===== config.mk =====
export PLATFORM = sky130hd
export DESIGN_NAME = vnu_sqrt_cell
export DESIGN_NICKNAME = d
export VERILOG_FILES = /design/src/vnu_pkg.sv /design/src/vnu_sqrt_cell.sv
export SDC_FILE = /design/constraint.sdc
export NUM_CORES = 1
export LEC_CHECK = 0
export BUFFER_PORTS_ARGS = -buffer_cell sky130_fd_sc_hd__buf_2
export CAP_MARGIN = 40
export CORE_AREA = 2 2 208 210
export DETAILED_ROUTE_END_ITERATION = 8
export DIE_AREA = 0 0 210 212
export GPL_TIMING_DRIVEN = 0
export HOLD_SLACK_MARGIN = 0.02
export PLACE_DENSITY = 0.57
export SYNTH_ARGS = -nofsm -noshare
export SYNTH_HDL_FRONTEND = slang
export SYNTH_SLANG_ARGS = --single-unit

===== constraint.sdc =====
create_clock -name clk -period 2.2 [get_ports clk]
set_clock_uncertainty 0.1 [all_clocks]
set_input_delay 0.11 -clock clk [delete_from_list [all_inputs] [get_ports clk]]
set_output_delay 0.11 -clock clk [all_outputs]
set_load 0.02 [all_outputs]

===== src/vnu_pkg.sv =====
// Shared types and constants for the vector normalize unit.
`timescale 1ns / 1ps
package vnu_pkg;

	localparam int LANES       = 4;
	localparam int SQRT_CELLS  = 32;
	localparam int DIV_CELLS   = 32;

	// Payload that rides along the square root chain.
	typedef struct packed {
		logic [LANES-1:0][31:0] mag;
		logic [LANES-1:0]       neg;
		logic [4:0]             h;
		logic                   zero;
		logic                   full;
	} sq_pay_t;

	// One square root cell's state: radicand bits still to consume, remainder, root.
	typedef struct packed {
		logic [63:0] rad;
		logic [33:0] rem;
		logic [31:0] root;
		sq_pay_t     pay;
	} sq_st_t;

	// One divider cell's state for all lanes.
	typedef struct packed {
		logic [LANES-1:0][32:0] rem;
		logic [LANES-1:0][31:0] q;
		logic [31:0]            r;
		logic [LANES-1:0]       neg;
		logic [32:0]            magn;
		logic                   zero;
		logic                   full;
	} dv_st_t;

endpackage


===== src/vnu_sqrt_cell.sv =====
// One digit cell of the pipelined integer square root chain.
`timescale 1ns / 1ps
module vnu_sqrt_cell (
	input  logic            clk,
	input  logic            arst_n,
	input  logic            adv,
	input  logic            in_valid,
	input  vnu_pkg::sq_st_t in_st,
	output logic            out_valid,
	output vnu_pkg::sq_st_t out_st
);

	logic [35:0]     cur;
	logic [35:0]     trial;
	logic            take;
	logic [35:0]     rem_n;
	vnu_pkg::sq_st_t nxt;

	always_comb begin
		cur   = {in_st.rem, in_st.rad[63:62]};
		trial = {2'b00, in_st.root, 2'b01};
		take  = (cur >= trial);
		rem_n = take ? (cur - trial) : cur;
		nxt      = in_st;
		nxt.rad  = {in_st.rad[61:0], 2'b00};
		nxt.rem  = rem_n[33:0];
		nxt.root = {in_st.root[30:0], take};
	end

	always_ff @(posedge clk or negedge arst_n) begin
		if (!arst_n) begin
			out_valid <= 1'b0;
		end else if (adv) begin
			out_valid <= in_valid;
		end
	end

	always_ff @(posedge clk) begin
		if (adv) begin
			out_st <= nxt;
		end
	end

endmodule


==> results of run 1 <==
==> logic make-up after synthesis <==
family / share of synthesized area
AOI/OAI and AO/OA: 0.08856
xor gates and xnor gates: 0.02247
adders and majority gates: 0.04042
buffers and inverters: 0.02449
DFF: 0.7641
muxes: 0.006300
other: 0.0003563
and+or+nand+nor: 0.05326
==> sequential cells by signal (all words and copies together) (netlist names) <==
name and cells:
out_valid 1, out_st 267
==> metrics by stage <==
stage	instance area [sq um]	hold slack, ns	power, mW	cells	utilization
global route	18320	0.03527	15.15	2082	0.4309
CTS	18020	-0.2395	14.70	2068	0.4239
detailed placement	14170	-0.2131	8.755	1737	0.3333
global placement	14100	-0.2147	8.764	1735	0.3318
floorplan	10720	-0.2856	7.639	649	-
finish	18320	0.007889	14.59	2085	0.4311
==> cells in the final DEF (no fill, tap or decap), types with 3 or more instances in the layout <==
| cell | synthesis | final |
|---|---|---|
| xor2_1 | 13 | 13 |
| mux2i_1 | 4 | 4 |
| clkbuf_1 | 4 | 7 |
| diode_2 | 0 | 8 |
| a21oi_1 | 28 | 22 |
| o21a_1 | 3 | 3 |
| o21ai_1 | 4 | 4 |
| nand4_1 | 6 | 6 |
| a21oi_2 | 0 | 5 |
| buf_2 | 6 | 538 |
| and3_2 | 3 | 3 |
| nor3_1 | 10 | 10 |
| buf_4 | 2 | 10 |
| clkinvlp_4 | 0 | 3 |
| o31ai_1 | 4 | 4 |
| o21ai_0 | 41 | 38 |
| clkinv_2 | 1 | 4 |
| a31oi_1 | 4 | 4 |
| o21ai_2 | 1 | 4 |
| nor2_1 | 18 | 15 |
| clkinv_1 | 0 | 5 |
| nand2b_1 | 5 | 5 |
| xnor2_1 | 14 | 14 |
| inv_1 | 42 | 34 |
| a21o_1 | 19 | 18 |
| nand2_1 | 58 | 56 |
| nand3_1 | 6 | 5 |
| edfxtp_1 | 267 | 267 |
| clkbuf_2 | 2 | 3 |
| ha_4 | 0 | 15 |
| buf_6 | 1 | 7 |
| inv_2 | 0 | 6 |
| ha_1 | 34 | 17 |
| dlygate4sd3_1 | 0 | 273 |
| nor2_2 | 0 | 3 |
| clkbuf_16 | 0 | 35 |
| and2_1 | 3 | 3 |
==> path summary, 6_finish.rpt <==
path | to | cells after the start | slack, ns | from
min | out_st[172] | 4 | 0.008 | in_st[267]
max reg2reg | out_valid | 1 | 1.36 | out_valid
max in group asynchronous | out_valid | 3 | 1.56 | arst_n
min in group asynchronous | out_valid | 3 | 0.34 | arst_n
max | out_st[196] | 10 | 0.03 | in_st[153]
min reg2reg | out_valid | 1 | 0.40 | out_valid
==> routing by layer <==
| metal | up-vias | routed length [microns] | track usage |
|---|---|---|---|
| met2 | 390 | 21330 | 0.3136 |
| met5 | - | 53 | 0 |
| li1 | 4188 | - | - |
| met1 | 4369 | 15640 | 0.1932 |
| met3 | 94 | 3001 | 0.05569 |
| met4 | 8 | 2329 | 0.1059 |
==> power by group <==
group | internal, mW | switching, mW
combinational | 1.21 | 1.68
clock | 3.18 | 2.25
sequential | 6.16 | 0.117
total | 10.5 | 4.04
==> cell type report <==
type,instances,area (sq um),share of cell area
Clock buffer,41,898.4,0.04903
Antenna cell,8,20.02,0.001093
Tap cell,546,683.2,0.03728
Inverter,43,171.4,0.009355
Timing Repair Buffer,822,5563,0.3036
Sequential cell,268,8043,0.4389
Clock inverter,19,180.2,0.009833
Buffer,16,153.9,0.008399
Multi-Input combinational cell,322,2611,0.1425
==> cell usage after synthesis (2+ instances only) <==
| cell | number | area share |
|---|---|---|
| a21oi_1 | 28 | 0.013 |
| o21ai_0 | 41 | 0.019 |
| a21boi_0 | 2 | 0.0014 |
| o21ai_1 | 4 | 0.0019 |
| o221ai_1 | 2 | 0.0017 |
| buf_4 | 2 | 0.0014 |
| o211ai_1 | 2 | 0.0014 |
| a21o_1 | 19 | 0.014 |
| mux2i_1 | 4 | 0.0038 |
| nand3_1 | 6 | 0.0029 |
| clkbuf_2 | 2 | 0.00095 |
| and3_1 | 2 | 0.0012 |
| nor2_1 | 18 | 0.0064 |
| o21a_1 | 3 | 0.0021 |
| and2_1 | 3 | 0.0018 |
| xor2_1 | 13 | 0.011 |
| o31ai_1 | 4 | 0.0029 |
| nand2_1 | 58 | 0.021 |
| xnor2_1 | 14 | 0.012 |
| nor3_1 | 10 | 0.0048 |
| a31oi_1 | 4 | 0.0024 |
| ha_1 | 34 | 0.040 |
| and3_2 | 3 | 0.0021 |
| inv_1 | 42 | 0.015 |
| nand4_1 | 6 | 0.0036 |
| a31o_1 | 2 | 0.0017 |
| clkbuf_1 | 4 | 0.0014 |
| nand2b_1 | 5 | 0.0030 |
| and2_2 | 2 | 0.0014 |
| buf_2 | 6 | 0.0029 |
| edfxtp_1 | 267 | 0.76 |
| o41ai_2 | 3 | 0.0046 |
| o31a_1 | 2 | 0.0017 |
==> timing repair <==
action,CTS,global route
setup endpoints to repair,34,34
setup buffers,1,6
gates resized for setup,13,46
hold buffers,270,3
pin swaps,3,15
cloned,0,1
endpoints found under the hold margin,335,3
==> impl_metrics.py, run 1 <==
metrics = {
    "status": {
        "status": "completed",
    },
    "sta": {
        "maxSlewHeadroom": 0.5967,
        "rsz0062_at_grt": "true",
        "finalHoldViolCount": 0,
        "fmax_mhz": 459.8,
        "tns_ns": 0,
        "tightest_slew_ns": 0.6049,
        "finalWorstSetupSlack_ns": 0.02510,
        "layout_min_cycle_time_ns": 2.175,
        "finalSetupViolations": 0,
        "final_max_slew_viol_count": 0,
        "finalCritPeriodShare": 0.9886,
    },
    "critical_path": {
        "crit_family": "compound AO/OA/AOI/OAI gates",
        "path_buf_inv": 3,
        "cp-start-kind": "primary input",
        "cpMaxStageDelayCell": "o41ai_4",
        "cp-end-kind": "flop",
        "critical_path_class": "in -> reg",
        "crit_chain": "buf_2 -> inv_1 -> ha_2 -> and3_1 -> o31ai_1 -> nand3b_1 -> o41ai_4 -> buf_4 -> xor2_1 -> o21ai_0",
        "required_ns": 2.38,
        "cp_max_fo": 7,
        "crit_path_max_incr_delay_ns": 0.53,
        "worstPathArrival_ns": 2.35,
    },
    "cells_and_area": {
        "finish.net_count": 1814,
        "fillerInstances": 3886,
        "drive_above_1_share": 0.4455,
        "syn_to_final_growth_pct": 74.10,
    },
    "die": {
        "start_util": 0.2476,
        "pin_count": 543,
        "dieArea_sq_um": 44520,
        "die_w_microns": 210,
        "num_rows": 76,
        "die_y_microns": 212,
        "coreArea_sq_um": 42510,
    },
    "cts": {
        "root_buffer": "clkbuf_16",
        "clock_latency_ns": 0.52,
        "clk_path_buf_depth": 3,
        "cts_buffers": 34,
        "cts.sinks": 268,
        "cts_tree": "built",
        "htreeDepth": 2,
        "clk_pin_slew_ns": 0.07,
    },
    "drt": {
        "detail_route.first_pass.iterations": 4,
        "drc": 0,
        "postRouteAntennaNets": 0,
        "wl_per_cell_microns": 20.31,
        "drt_wl_total_mm": 42.35,
        "vias": 9049,
        "drt_iter0_drc": 444,
        "viasPerCell": 4.340,
    },
    "pwr": {
        "ir_drop_mv": 0.4716,
        "power_density_nw_per_um2": 796.0,
        "p_leak_nw": 7.756,
    },
    "hold_path": {
        "holdCritPathClass": "in -> reg",
    },
    "synthesis": {
        "avgSynthCellArea_sq_um": 16.24,
        "synth_top_flop_cell": "edfxtp_1",
        "ys_ff_latch": 268,
        "synth-seq-area-share": 0.7641,
        "syn_inst": 648,
        "async_reset_ff_frac": 0.003731,
        "yosysWarningCount": 0,
        "synth.distinct_cells": 64,
        "synth_edf_count": 267,
        "netlist_area_sq_um": 10530,
    },
    "grt": {
        "track_usage": 0.1800,
        "grt_max_degree": 105,
        "grt_pass1_wl_mm": 58.71,
        "grt_pass1_vias": 9292,
        "grt_overflow": 0,
        "antenna_found_initial": 10,
    },
    "placement": {
        "dpl.hpwl_mm": 30.80,
        "pre_cts_ws_ns": -0.8374,
        "gp_congestion": 0.8371,
        "numPortBuffers": 540,
    },
    "run": {
        "cap_violations": 0,
    },
}
(Power assumes the default switching activity.)
==> run 2: changes to the inputs <==
- MAX_ROUTING_LAYER: unset -> met4
==> run 2 against run 1 <==
First-iteration DRC count increased by 0.90%. Utilization decreased by 0.26 points. Sequential share of layout area increased by 0.27 points. Hold slack improved by 0.0077 ns. Register-to-register slack about the same. Sequential power about the same. Via count decreased by 0.13%. Non-clock buffer count decreased by 3. Cell area decreased by 0.61%. Critical path type unchanged.
==> impl_metrics.py, run 2 (synthesized netlist as in run 1, its figures left out) <==
metrics = {
    "status": {
        "status": "completed",
    },
    "die": {
        "coreArea_sq_um": 42510,
        "start_util": 0.2476,
        "die_w_microns": 210,
        "pin_count": 543,
        "die_y_microns": 212,
        "num_rows": 76,
        "dieArea_sq_um": 44520,
    },
    "critical_path": {
        "cp_max_fo": 7,
        "cp-end-kind": "flop",
        "cp-start-kind": "primary input",
        "cpMaxStageDelayCell": "o41ai_4",
        "critical_path_class": "in -> reg",
        "crit_chain": "buf_2 -> ha_4 -> a21o_1 -> a31o_1 -> a211oi_4 -> a2111oi_4 -> buf_4 -> o41ai_4 -> buf_4 -> xor2_1 -> o21ai_0",
        "worstPathArrival_ns": 2.36,
        "crit_top_cell": "buf_4",
        "r2r-start": "out_valid",
        "crit_family": "compound AO/OA/AOI/OAI gates",
        "required_ns": 2.38,
        "path_buf_inv": 3,
        "worstSetupStartpoint": "in_st[180]",
        "crit_path_max_incr_delay_ns": 0.38,
    },
    "placement": {
        "gp_congestion": 0.8501,
        "placed_area_sq_um": 14170,
        "dpl.hpwl_mm": 30.80,
        "dp_cells": 1737,
        "numPortBuffers": 540,
    },
    "sta": {
        "layout_min_cycle_time_ns": 2.177,
        "rsz0062_at_grt": "true",
        "maxSlewHeadroom": 0.6072,
        "finalCritPeriodShare": 0.9896,
        "fmax_mhz": 459.3,
        "finalSetupViolations": 0,
        "finalHoldViolCount": 0,
        "tns_ns": 0,
        "holdWs_ns": 0.01562,
        "final_max_slew_viol_count": 0,
        "tightest_slew_ns": 0.5891,
    },
    "grt": {
        "grt_pass1_wl_mm": 58.73,
        "grt_pass1_vias": 9300,
        "grt_max_degree": 105,
        "grt_overflow": 0,
        "track_usage": 0.1853,
        "antenna_found_initial": 10,
    },
    "pwr": {
        "power_density_nw_per_um2": 798.8,
        "p_leak_nw": 7.735,
        "ir_drop_mv": 0.4709,
    },
    "cts": {
        "clk_path_buf_depth": 3,
        "cts_tree": "built",
        "htreeDepth": 2,
        "clock_latency_ns": 0.52,
        "cts_buffers": 34,
        "cts.sinks": 268,
        "clk_pin_slew_ns": 0.07,
        "root_buffer": "clkbuf_16",
    },
    "cells_and_area": {
        "finish.net_count": 1811,
        "stdcell_area_sq_um": 18210,
        "largest_reg_flops": 267,
        "regMostFlops": "out_st",
        "syn_to_final_growth_pct": 73.03,
        "drive_above_1_share": 0.4404,
        "top_regs": "out_st (267), out_valid (1)",
        "final_common_cell": "buf_2",
        "mostFrequentLayoutCells": "buf_2, dlygate4sd3_1, edfxtp_1, nand2_1, o21ai_0",
        "fin_cells": 2083,
    },
    "drt": {
        "viasPerCell": 4.338,
        "vias": 9037,
        "wl_per_cell_microns": 20.17,
        "postRouteAntennaNets": 0,
        "drt_wl_total_mm": 42.01,
        "drc": 0,
        "drt_iter0_drc": 448,
        "detail_route.first_pass.iterations": 5,
    },
    "hold_path": {
        "holdCritPathClass": "in -> reg",
        "holdCritStartpoint": "in_st[267]",
    },
    "run": {
        "cap_violations": 0,
    },
}
-- run 2: cell types whose count changed in the layout (fill, tap and decap cells not counted), moves of 2 or more --
cell | before | now
inv_1 | 34 | 38
buf_6 | 7 | 5
ha_2 | 2 | 4
inv_2 | 6 | 2
ha_4 | 15 | 12
-- run 2: cell type report --
cell class	instances	area, sq um
antenna	9	22.52
buffer	16	133.9
clock buffer	41	898.4
clock inverter	19	180.2
fill	3901	24290
inverter	43	171.4
multi-input combinational	322	2549
sequential	268	8043
tap	546	683.2
timing repair buffer	819	5530
-- run 2: worst paths after layout --
kind	endpoint	slack [ns]	depth (start not counted)
setup / recovery	out_st[196]	0.02	11
max in group asynchronous	out_valid	1.56	3
setup reg to reg	out_valid	1.36	1
hold / removal	out_st[172]	0.02	4
min in group asynchronous	out_valid	0.33	3
hold reg to reg	out_valid	0.40	1
-- run 2: stage by stage --
step | util | total power [mW] | worst slack [ns]
floorplan | - | 7.639 | -0.09296
global placement | 0.3318 | 8.764 | -3.136
detailed placement | 0.3333 | 8.755 | -0.8374
CTS | 0.4239 | 14.70 | 0.0002705
global route | 0.4284 | 15.11 | -0.06232
finish | 0.4284 | 14.55 | 0.02299
-- run 2: power breakdown --
group	total (mW)	switching, mW	internal, mW
clock	5.43	2.25	3.18
sequential	6.27	0.116	6.16
combinational	2.85	1.66	1.18
total	14.5	4.03	10.5
-- run 2: metal layers --
layer | routed length, microns | global-route usage | vias to the layer above
li1 | - | - | 4181
met1 | 15620 | 0.1948 | 4363
met2 | 21170 | 0.3141 | 402
met3 | 2889 | 0.05318 | 91
met4 | 2329 | 0.1049 | 0
met5 | 0 | - | -
-- run 2: what timing repair did --
item | 4_1_cts | 5_1_grt
setup endpoints to repair | 34 | 34
setup buffers | 1 | 4
resized for setup | 13 | 25
pin swaps | 3 | 12
hold buffers | 270 | 3
hold endpoints to repair | 335 | 3
