## src/vnu_pkg.sv

```systemverilog
// Shared types and constants for the vector normalize unit.
`timescale 1ns / 1ps
package vnu_pkg;

	localparam int LANES       = 4;
	localparam int SQRT_CELLS  = 32;
	localparam int DIV_CELLS   = 32;

	// Payload that rides along the square root chain.
	typedef struct packed {
		logic [LANES-1:0][31:0] mag;
		logic [LANES-1:0]       neg;
		logic [4:0]             h;
		logic                   zero;
		logic                   full;
	} sq_pay_t;

	// One square root cell's state: radicand bits still to consume, remainder, root.
	typedef struct packed {
		logic [63:0] rad;
		logic [33:0] rem;
		logic [31:0] root;
		sq_pay_t     pay;
	} sq_st_t;

	// One divider cell's state for all lanes.
	typedef struct packed {
		logic [LANES-1:0][32:0] rem;
		logic [LANES-1:0][31:0] q;
		logic [31:0]            r;
		logic [LANES-1:0]       neg;
		logic [32:0]            magn;
		logic                   zero;
		logic                   full;
	} dv_st_t;

endpackage

```

## src/vnu_div_cell.sv

```systemverilog
// One quotient-bit cell of the pipelined divider, all lanes side by side.
`timescale 1ns / 1ps
module vnu_div_cell (
	input  logic            clk,
	input  logic            arst_n,
	input  logic            adv,
	input  logic            in_valid,
	input  vnu_pkg::dv_st_t in_st,
	output logic            out_valid,
	output vnu_pkg::dv_st_t out_st
);

	vnu_pkg::dv_st_t nxt;
	logic [32:0]     diff;
	logic            take;

	always_comb begin
		nxt = in_st;
		diff = '0;
		take = 1'b0;
		for (int i = 0; i < vnu_pkg::LANES; i++) begin
			take = (in_st.rem[i] >= {1'b0, in_st.r});
			diff = take ? (in_st.rem[i] - {1'b0, in_st.r}) : in_st.rem[i];
			// The remainder stays below the divisor, so 32 bits survive the shift.
			nxt.rem[i] = {diff[31:0], 1'b0};
			nxt.q[i]   = {in_st.q[i][30:0], take};
		end
	end

	always_ff @(posedge clk or negedge arst_n) begin
		if (!arst_n) begin
			out_valid <= 1'b0;
		end else if (adv) begin
			out_valid <= in_valid;
		end
	end

	always_ff @(posedge clk) begin
		if (adv) begin
			out_st <= nxt;
		end
	end

endmodule

```

## config.mk

```make
export PLATFORM = sky130hd
export DESIGN_NAME = vnu_div_cell
export DESIGN_NICKNAME = d
export VERILOG_FILES = /design/src/vnu_pkg.sv /design/src/vnu_div_cell.sv
export SDC_FILE = /design/constraint.sdc
export NUM_CORES = 1
export LEC_CHECK = 0
export ABC_CLOCK_PERIOD_IN_PS = 1750
export BUFFER_PORTS_ARGS = -buffer_cell sky130_fd_sc_hd__clkbuf_2
export CORE_AREA = 2 2 258 260
export DETAILED_ROUTE_END_ITERATION = 16
export DIE_AREA = 0 0 260 262
export HOLD_SLACK_MARGIN = 0.05
export PLACE_DENSITY = 0.47
export SYNTH_ARGS = -nofsm -noshare
export SYNTH_HDL_FRONTEND = slang
export SYNTH_SLANG_ARGS = --single-unit
```

## constraint.sdc

```tcl
create_clock -name clk -period 1.75 [get_ports clk]
set_input_delay 0.35 -clock clk [delete_from_list [all_inputs] [get_ports clk]]
set_output_delay 0.35 -clock clk [all_outputs]
set_load 0.05 [all_outputs]
```

==> results.json, run 1 <==
{
  "ir_drop_mv": 0.663,
  "setup_viol_count_final": 132,
  "start_kind": "input pin",
  "slew_viol_final": 0,
  "dr.pass1.iters": 5,
  "cts_sinks": 328,
  "p_seq_share_pct": 33.2,
  "finalCritPeriodShare_pct": 153,
  "syn_to_final_growth_pct": 81.9,
  "fin_nets": 3469,
  "path_buf_inv": 5,
  "syn_inst": 1555,
  "design_area_mm2": 0.0332,
  "start_util_pct": 27.9,
  "cp_top_family": "compound AO/OA/AOI/OAI gates",
  "synth_area_per_cell_um2": 11.7,
  "ys_top_cells_by_count": "edfxtp_1 (327), a21oi_1 (136), ha_1 (128)",
  "num_io_pins": 667,
  "cts_root_buf": "clkbuf_16",
  "num_vias": 18300,
  "rsz0062_at_grt": "yes",
  "leakage_nw": 14.9,
  "portBuffers": 658,
  "synth_async_sr_flop_share_pct": 0.305,
  "drc": 0,
  "synth.most_common_cell": "edfxtp_1",
  "place_congestion": 0.909,
  "fill_cells": 5871,
  "synth_cell_type_count": 73,
  "via_per_inst": 4.70,
  "antenna_found_initial": 11,
  "intPower_mw": 19.4,
  "crit_fanout": 5,
  "p_sw_mw": 10.9,
  "pre_cts_slack_ns": -1.61,
  "multiInputGateArea_mm2": 0.00986,
  "worstPathCellList": "buf_4 > clkinvlp_4 > ha_4 > and4_4 > nand2_2 > a21o_1 > a31o_1 > a21oi_2 > o21ai_1 > nand2_1 > a31oi_4 > buf_12 > buf_6 > clkbuf_16 > mux2_4",
  "synthFlopType": "edfxtp_1",
  "final-seq-area_mm2": 0.00984,
  "clockBufferDepth": 3,
  "grt_overflow_total": 0,
  "fp.dieH_um": 262,
  "path_clk_slew_ns": 0.06,
  "hpwlAfterDp_um": 65900,
  "ctsHtreeMaxLevel": 2,
  "clock_latency_ns": 0.57,
  "power_frac_comb_pct": 38.9,
  "core_area_mm2": 0.0653,
  "fin_ws_ns": -0.926,
  "die_area_mm2": 0.0681,
  "clkPwrFrac_pct": 27.9,
  "drt_wl_total_um": 83700,
  "synth_seq_cells": 328,
  "fmax_mhz": 374,
  "yosysSeqAreaShare_pct": 54.0,
  "violations": "negative setup slack",
  "fin_crit_ns": 2.68,
  "grt_max_degree": 79,
  "cts_tree": "built",
  "synth_top_area_share_pct": 53.8,
  "placed_area_mm2": 0.0271,
  "ys_top_cells_by_area": "edfxtp_1 (54%), ha_1 (8.8%), a21oi_1 (3.7%), mux2_1 (3.7%), xnor2_1 (3.3%)",
  "drv_cap": 0,
  "switching_share_pct": 36.0,
  "wl_per_cell_um": 21.5,
  "layout-drive-gt1-share_pct": 54.2,
  "slowest_stage": "ha_4",
  "crit_type": "in -> reg",
  "power.density_mw_per_mm2": 913,
  "fp-row-count": 94,
  "endpoint_kind": "flop",
  "gr-usage-all-layers_pct": 23.3,
  "clock_skew_ns": 0,
  "die_w_um": 260,
  "required_ns": 2.07,
  "grt_pass1_vias": 19000,
  "grt_pass1_wl_um": 117000,
  "synth_edf_count": 327,
  "drtIter0Drc": 1007,
  "yosys.area.top_type": "edfxtp_1",
  "hold_class": "in -> reg",
  "status": "complete, but fails checks",
  "yosys_warnings": 0,
  "cpPeakStageDelay_ns": 0.39,
  "synth_area_mm2": 0.0182,
  "cts_buffers": 40,
  "ant_nets": 0,
  "cp_data_arrival_time_ns": 2.99,
  "hold_viol": 0
}
sequential cells by signal (all words and copies together), names as in the netlist:
| signal | cells |
|---|---|
| out_st | 327 |
| out_valid | 1 |
path summary, 6_finish.rpt:
kind	from	endpoint	slack (ns)	cells past startpoint
setup / recovery	in_st[46]	out_st[222]$_DFFE_PP_	-0.93	15
hold / removal	in_st[240]	out_st[241]$_DFFE_PP_	0.10	3
setup reg to reg	out_valid$_DFFE_PN0P_	out_valid$_DFFE_PN0P_	1.01	1
hold reg to reg	out_valid$_DFFE_PN0P_	out_valid$_DFFE_PN0P_	0.51	1
max in group asynchronous	arst_n	out_valid$_DFFE_PN0P_	1.56	2
min in group asynchronous	arst_n	out_valid$_DFFE_PN0P_	0.11	2
metal layers:
layer / vias to the layer above / global-route usage [%] / wire (um) / part of all wire, %
li1: 8797 / - / - / -
met1: 8862 / 25.7 / 31800 / 38
met2: 530 / 43.3 / 43100 / 52
met3: 141 / 4.60 / 4530 / 5.4
met4: 12 / 10.3 / 4110 / 4.9
met5: - / 0 / 86 / 0.10
timing repair:
item,4_1_cts,5_1_grt
hold buffers,195,0
hold endpoints to repair,195,0
setup buffers,44,26
pin swaps,50,66
gates cloned,9,4
setup endpoints to repair,133,132
resized for setup,230,163
per-stage QoR:
step	TNS (ns)	utilization (%)	hold slack [ns]	std cells	power [mW]
final	-105.10	50.8	0.101	3899	30.3
after global routing	-114.68	50.8	0.0877	3897	31.6
after CTS	-105.64	49.3	0.0577	3867	30.2
after detailed placement	-195.76	41.6	0.127	3549	20.3
after global placement	-195.18	41.6	0.126	3549	20.3
after floorplan	-119.69	-	0.0544	1558	16.3
placed cells by master (no fill, tap or decap), types with 19 or more instances in the layout:
cell type / count
clkbuf_2: 646
buf_4: 507
edfxtp_1: 327
dlygate4sd3_1: 195
a21oi_1: 104
nor2_1: 93
nand2_1: 81
ha_1: 72
xnor2_1: 66
a21o_1: 55
o21ai_0: 53
mux2_4: 53
inv_1: 50
ha_4: 50
clkbuf_16: 44
buf_12: 40
buf_6: 34
o21ai_2: 30
xor2_1: 27
a21oi_2: 26
clkinvlp_4: 25
nand4_1: 25
nand3_1: 24
o21a_1: 19
layout make-up:
cell class | count | area share, %
timing repair buffer | 1452 | 32.4
inverter | 73 | 1.04
multi-input combinational | 1107 | 29.7
clock buffer | 48 | 3.17
sequential | 328 | 29.7
clock inverter | 23 | 0.743
tap | 864 | 3.26
antenna | 4 | 0.0302
cells by family (layout without fill, tap and decap cells):
kind of cell               Yosys count  in the layout  share of synthesized area [%]
AOI/OAI and AO/OA                  435            435                           15.3
and+or+nand+nor                    359            359                           9.21
DFF                                328            328                           54.0
adders and majority gates          132            132                           9.22
buffers and inverters              123           1596                           2.76
xor gates and xnor gates            99             99                           4.75
muxes                               78             78                           4.77
other                                1              8                         0.0206
power by group through the flow:
stage	clock network, mW	logic (mW)	registers, mW
3_3_place_gp	0	10.1	10.2
6_report	8.44	11.8	10.1
5_1_grt	8.93	12.5	10.1
4_1_cts	8.70	11.4	10.1
2_1_floorplan	0	3.08	13.2
3_5_place_dp	0	10.1	10.2
Note: power is estimated with default switching activity, not from simulation.
==> run 2: changes to the inputs <==
--- a/config.mk
+++ b/config.mk
@@ -5,13 +5,14 @@
 export SDC_FILE = /design/constraint.sdc
 export NUM_CORES = 1
 export LEC_CHECK = 0
+export ABC_AREA = 1
 export ABC_CLOCK_PERIOD_IN_PS = 1750
 export BUFFER_PORTS_ARGS = -buffer_cell sky130_fd_sc_hd__clkbuf_2
-export CORE_AREA = 2 2 258 260
+export CORE_AREA = 2 2 261 263
 export DETAILED_ROUTE_END_ITERATION = 16
-export DIE_AREA = 0 0 260 262
+export DIE_AREA = 0 0 263 265
 export HOLD_SLACK_MARGIN = 0.05
-export PLACE_DENSITY = 0.47
+export PLACE_DENSITY = 0.53
 export SYNTH_ARGS = -nofsm -noshare
 export SYNTH_HDL_FRONTEND = slang
 export SYNTH_SLANG_ARGS = --single-unit
==> results.json, run 2 <==
{
  "fill_cells": 6061,
  "setup_viol_count_final": 126,
  "stdcell_count": 5255,
  "clock_skew_ns": 0,
  "synth_async_sr_flop_share_pct": 0.305,
  "cp_data_arrival_time_ns": 2.38,
  "r2r_start": "out_valid$_DFFE_PN0P_",
  "place_congestion": 0.968,
  "clock_latency_ns": 0.57,
  "num_io_pins": 667,
  "hold_class": "in -> reg",
  "num_vias": 24500,
  "whs_path_depth": 2,
  "grt_pass1_wl_um": 148000,
  "grt_max_degree": 72,
  "cts_tree": "built",
  "fin_util_pct": 58.3,
  "synth_cell_type_count": 37,
  "final_common_cell": "nand2_1",
  "drc": 0,
  "grt_pass1_vias": 23600,
  "layout-drive-gt1-share_pct": 46.1,
  "regToRegSetupSlack_ns": 0.96,
  "antenna_found_initial": 14,
  "wl_per_cell_um": 20.0,
  "yosysSeqAreaShare_pct": 44.4,
  "start_kind": "input pin",
  "cts_sinks": 328,
  "hold_viol": 0,
  "die_area_mm2": 0.0697,
  "r2r-end": "out_valid$_DFFE_PN0P_",
  "fp-row-count": 95,
  "portBuffers": 658,
  "dr.pass1.iters": 5,
  "reg_top3": "out_st (327), out_valid (1)",
  "yosys_warnings": 0,
  "ant_nets": 0,
  "drtIter0Drc": 1610,
  "fp.dieH_um": 265,
  "path_clk_slew_ns": 0.06,
  "final_cell_mix": "nand2_1 (924), clkbuf_2 (636), buf_4 (486)",
  "finalCritPeriodShare_pct": 110,
  "synth_top_area_share_pct": 44.3,
  "endpoint_kind": "flop",
  "crit_fanout": 5,
  "placed_cells": 4885,
  "fmax_mhz": 519,
  "reg2reg_depth": 1,
  "hold_start": "in_st[54]",
  "die_w_um": 263,
  "ctsHtreeMaxLevel": 2,
  "drt_wl_total_um": 105000,
  "synth_area_mm2": 0.0222,
  "synthFlopType": "edfxtp_1",
  "required_ns": 2.20,
  "synth.most_common_cell": "nand2_1",
  "via_per_inst": 4.66,
  "fin_ws_ns": -0.176,
  "slew_viol_final": 0,
  "cts_buffers": 40,
  "start_util_pct": 33.2,
  "regMostFlops": "out_st",
  "violations": "negative setup slack",
  "ir_drop_mv": 0.764,
  "core_area_mm2": 0.0668,
  "grt_overflow_total": 0,
  "power.density_mw_per_mm2": 801,
  "gr-usage-all-layers_pct": 28.7,
  "power.total_mw": 31.2,
  "syn_to_final_growth_pct": 75.7,
  "cts_root_buf": "clkbuf_16",
  "status": "complete, but fails checks",
  "synth_edf_count": 327,
  "leakage_nw": 19.7,
  "synth_area_per_cell_um2": 7.70,
  "largest_register_ffs": 327,
  "syn_inst": 2881,
  "ys_top_cells_by_area": "edfxtp_1 (44%), nand2_1 (19%), inv_1 (8.8%), ha_1 (7.2%), nand3_1 (5.1%)",
  "fin_crit_ns": 1.93,
  "yosys.area.top_type": "edfxtp_1",
  "hpwlAfterDp_um": 80100,
  "fin_nets": 4811,
  "rsz0062_at_grt": "yes",
  "min_to": "out_st[54]$_DFFE_PP_",
  "ys_top_cells_by_count": "nand2_1 (1,146), inv_1 (520), edfxtp_1 (327)",
  "hold_slack_ns": 0.0918,
  "crit_type": "in -> reg",
  "clockBufferDepth": 3,
  "drv_cap": 0,
  "synth_seq_cells": 328
}
[run 2: changes by cell type after synthesis, moves of 60 or more]
cell,before,now
xnor2_1,68,4
nand3_1,28,226
o21ai_0,69,5
mux2_1,60,0
inv_1,72,520
nand2_1,111,1146
[run 2: how the worst max path moves through the flow]
| stage | from | to | depth (start not counted) |
|---|---|---|---|
| floorplan | in_st[67] | out_st[310]$_DFFE_PP_ | 13 |
| global placement | in_st[45] | out_st[247]$_DFFE_PP_ | 14 |
| detailed placement | in_st[56] | out_st[319]$_DFFE_PP_ | 13 |
| CTS | in_st[43] | out_st[204]$_DFFE_PP_ | 15 |
| global route | in_st[46] | out_st[242]$_DFFE_PP_ | 18 |
| finish | in_st[46] | out_st[251]$_DFFE_PP_ | 18 |
[run 2: kinds of logic (layout without fill, tap and decap cells)]
group	Yosys count	in the layout	share of synthesized area, %
compound gates	93	93	2.18
xor+xnor	56	56	2.21
fa+ha+maj	132	132	7.58
buf+inv	567	2050	10.4
flops	328	328	44.4
mux	1	1	0.0508
other cells	1	11	0.0169
simple gates	1703	1711	33.2
[run 2: where the power goes]
group / total (mW) / switching (mW) / internal, mW
clock network: 8.22 / 3.64 / 4.57
registers: 10.0 / 0.330 / 9.70
logic: 13.0 / 8.21 / 4.76
total: 31.2 / 12.2 / 19.0
[run 2: repair_timing]
item / in CTS / in global routing
setup endpoints to repair: 138 / 133
hold buffers: 194 / 0
pin swaps: 85 / 191
gates cloned: 15 / 8
resized for setup: 397 / 405
setup buffers: 56 / 23
hold endpoints to repair: 201 / 0
[run 2: layout make-up]
| class | count | area, um^2 | share of cell area (%) |
|---|---|---|---|
| diodes | 7 | 17.5 | 0.0449 |
| clock inverters | 26 | 235 | 0.604 |
| repair buffers | 1452 | 11200 | 28.7 |
| well taps | 873 | 1090 | 2.80 |
| multi-input cells | 1997 | 13500 | 34.8 |
| flip-flops and latches | 328 | 9840 | 25.3 |
| inverters | 525 | 2020 | 5.17 |
| clock buffers | 47 | 1030 | 2.64 |
[run 2: through the flow]
step | TNS, ns | cell area [um^2] | setup slack [ns]
2_1_floorplan | -30.18 | 22400 | -0.261
3_3_place_gp | -119.34 | 30800 | -0.973
3_5_place_dp | -122.11 | 30800 | -1.01
4_1_cts | -9.26 | 37100 | -0.137
5_1_grt | -20.62 | 39000 | -0.231
6_report | -13.39 | 39000 | -0.176
[run 2: critical path, cell delays in order]
cell	delay, ns
buf_8	0.08
clkinvlp_4	0.08
buf_12	0.15
buf_8	0.12
ha_4	0.32
nand2_4	0.08
nor2_4	0.13
nand2_2	0.06
nor2_2	0.13
nand3_2	0.07
nand3_2	0.09
nor2_4	0.04
buf_12	0.14
buf_4	0.14
buf_12	0.12
nand2_8	0.11
nand2_2	0.06
nand2_1	0.07
[run 2: layer usage]
metal  global-route usage [%]  share of wire [%]
met1                     34.5                 40
met2                     49.1                 48
met3                     5.65                6.1
met4                     14.1                5.3
met5                        0              0.067
==> run 3: changes to the inputs <==
--- a/config.mk
+++ b/config.mk
@@ -16,3 +16,4 @@
 export SYNTH_ARGS = -nofsm -noshare
 export SYNTH_HDL_FRONTEND = slang
 export SYNTH_SLANG_ARGS = --single-unit
+export TNS_END_PERCENT = 50
==> results.json, run 3 (synthesis results as in run 2) <==
{
  "die_w_um": 263,
  "core_area_mm2": 0.0668,
  "grt_max_degree": 35,
  "die_area_mm2": 0.0697,
  "rsz0062_at_grt": "yes",
  "ir_drop_mv": 0.793,
  "crit_type": "in -> reg",
  "path_clk_slew_ns": 0.06,
  "start_kind": "input pin",
  "fill_cells": 5998,
  "power.density_mw_per_mm2": 812,
  "clockBufferDepth": 3,
  "syn_to_final_growth_pct": 75.8,
  "power.total_mw": 31.6,
  "start_util_pct": 33.2,
  "hold_viol": 0,
  "finalCritPeriodShare_pct": 106,
  "endpoint_kind": "flop",
  "largest_register_ffs": 327,
  "clock_skew_ns": 0,
  "grt_overflow_total": 0,
  "crit_fanout": 11,
  "ctsHtreeMaxLevel": 2,
  "drtIter0Drc": 1626,
  "drv_cap": 0,
  "ant_nets": 0,
  "clock_latency_ns": 0.56,
  "hold_slack_ns": 0.0912,
  "final-seq-area_mm2": 0.00984,
  "hpwlAfterDp_um": 79200,
  "fmax_mhz": 541,
  "hold_class": "in -> reg",
  "via_per_inst": 4.67,
  "fp.dieH_um": 265,
  "fin_ws_ns": -0.0991,
  "setup_viol_count_final": 117,
  "wl_per_cell_um": 20.1,
  "fin_crit_ns": 1.85,
  "place_congestion": 0.939,
  "pre_cts_slack_ns": -0.997,
  "slew_viol_final": 0,
  "placed_cells": 4908,
  "status": "complete, but fails checks",
  "portBuffers": 658,
  "cp_data_arrival_time_ns": 2.17,
  "fp-row-count": 95,
  "drt_wl_total_um": 106000,
  "reg_top3": "out_st (327), out_valid (1)",
  "gr-usage-all-layers_pct": 28.4,
  "cts_root_buf": "clkbuf_16",
  "final_cell_mix": "nand2_1 (955), clkbuf_2 (641), buf_4 (499)",
  "fin_nets": 4819,
  "drc": 0,
  "grt_pass1_vias": 23400,
  "grt_pass1_wl_um": 147000,
  "cts_tree": "built",
  "regMostFlops": "out_st",
  "required_ns": 2.07,
  "num_io_pins": 667,
  "violations": "negative setup slack",
  "cts_sinks": 328,
  "stdcell_count": 5263,
  "final_common_cell": "nand2_1",
  "cts_buffers": 41,
  "dr.pass1.iters": 5,
  "multiInputGateArea_mm2": 0.0136,
  "antenna_found_initial": 13,
  "num_vias": 24600,
  "layout-drive-gt1-share_pct": 45.4,
  "leakage_nw": 19.7
}
## run 3: cell types whose count changed in the layout (fill, tap and decap cells not counted), moves of 6 or more
cell        before  now
nand2_1        924  955
nand2_2        202  174
ha_4           106  120
buf_4          486  499
buf_12          71   62
clkinvlp_4      15    6
ha_1            15    7
buf_8           16    9
a21oi_1         60   54
ha_2             7    1
## run 3: path summary, 6_finish.rpt
| path | end | slack [ns] | from | depth (start not counted) |
|---|---|---|---|---|
| worst max-delay path | out_st[215]$_DFFE_PP_ | -0.1 | in_st[67] | 14 |
| worst min-delay path | out_st[55]$_DFFE_PP_ | 0.09 | in_st[55] | 2 |
| worst max register to register | out_valid$_DFFE_PN0P_ | 1.00 | out_valid$_DFFE_PN0P_ | 1 |
| worst min register to register | out_valid$_DFFE_PN0P_ | 0.52 | out_valid$_DFFE_PN0P_ | 1 |
| max in group asynchronous | out_valid$_DFFE_PN0P_ | 1.53 | arst_n | 2 |
| min in group asynchronous | out_valid$_DFFE_PN0P_ | 0.13 | arst_n | 2 |
## run 3: per-layer routing
metal	up-vias	wire length, um	GRT usage [%]	part of all wire [%]
met5	-	79	0	0.075
met4	12	5010	11.5	4.7
met3	188	6420	5.17	6.1
met2	856	51500	49.8	49
met1	11500	42700	34.5	40
li1	12100	-	-	-
## run 3: where the power goes
| group | leakage (nW) | internal [mW] | total [mW] | switching (mW) |
|---|---|---|---|---|
| clock network | 0.638 | 5.08 | 8.71 | 3.63 |
| logic | 15.9 | 4.76 | 12.9 | 8.13 |
| registers | 3.21 | 9.70 | 10.0 | 0.345 |
| total | 19.7 | 19.5 | 31.6 | 12.1 |
## run 3: through the flow
step / util [%] / setup TNS (ns) / area, um^2
global route: 58.3 / -12.15 / 39000
CTS: 54.1 / -6.88 / 36100
detailed placement: 46.5 / -121.15 / 31000
floorplan: - / -30.21 / 22300
finish: 58.3 / -5.03 / 39000
global placement: 46.5 / -119.31 / 31000
## run 3: area by class of cell
class	count	share of cell area, %
clock inverters	25	0.703
inverters	525	5.16
diodes	6	0.0385
well taps	873	2.80
flip-flops and latches	328	25.3
repair buffers	1458	28.5
clock buffers	50	2.72
multi-input cells	1998	34.8
## run 3: critical path, stage by stage
cell and delay (ns):
buf_8 0.09, clkinvlp_4 0.08, buf_12 0.15, buf_6 0.12, ha_4 0.25, a21oi_2 0.16, o21ai_1 0.09, a21oi_2 0.15
nand2_2 0.07, nor2_4 0.20, nand2_8 0.15, buf_12 0.18, nand2_1 0.05, nand2_1 0.05
## run 3: what timing repair did
action | in CTS | in global routing
endpoints found under the hold margin | 193 | 0
pin swaps | 44 | 205
hold buffers | 193 | 0
setup buffers | 25 | 34
gates resized for setup | 232 | 534
setup endpoints to repair | 134 | 134
gates cloned | 11 | 16
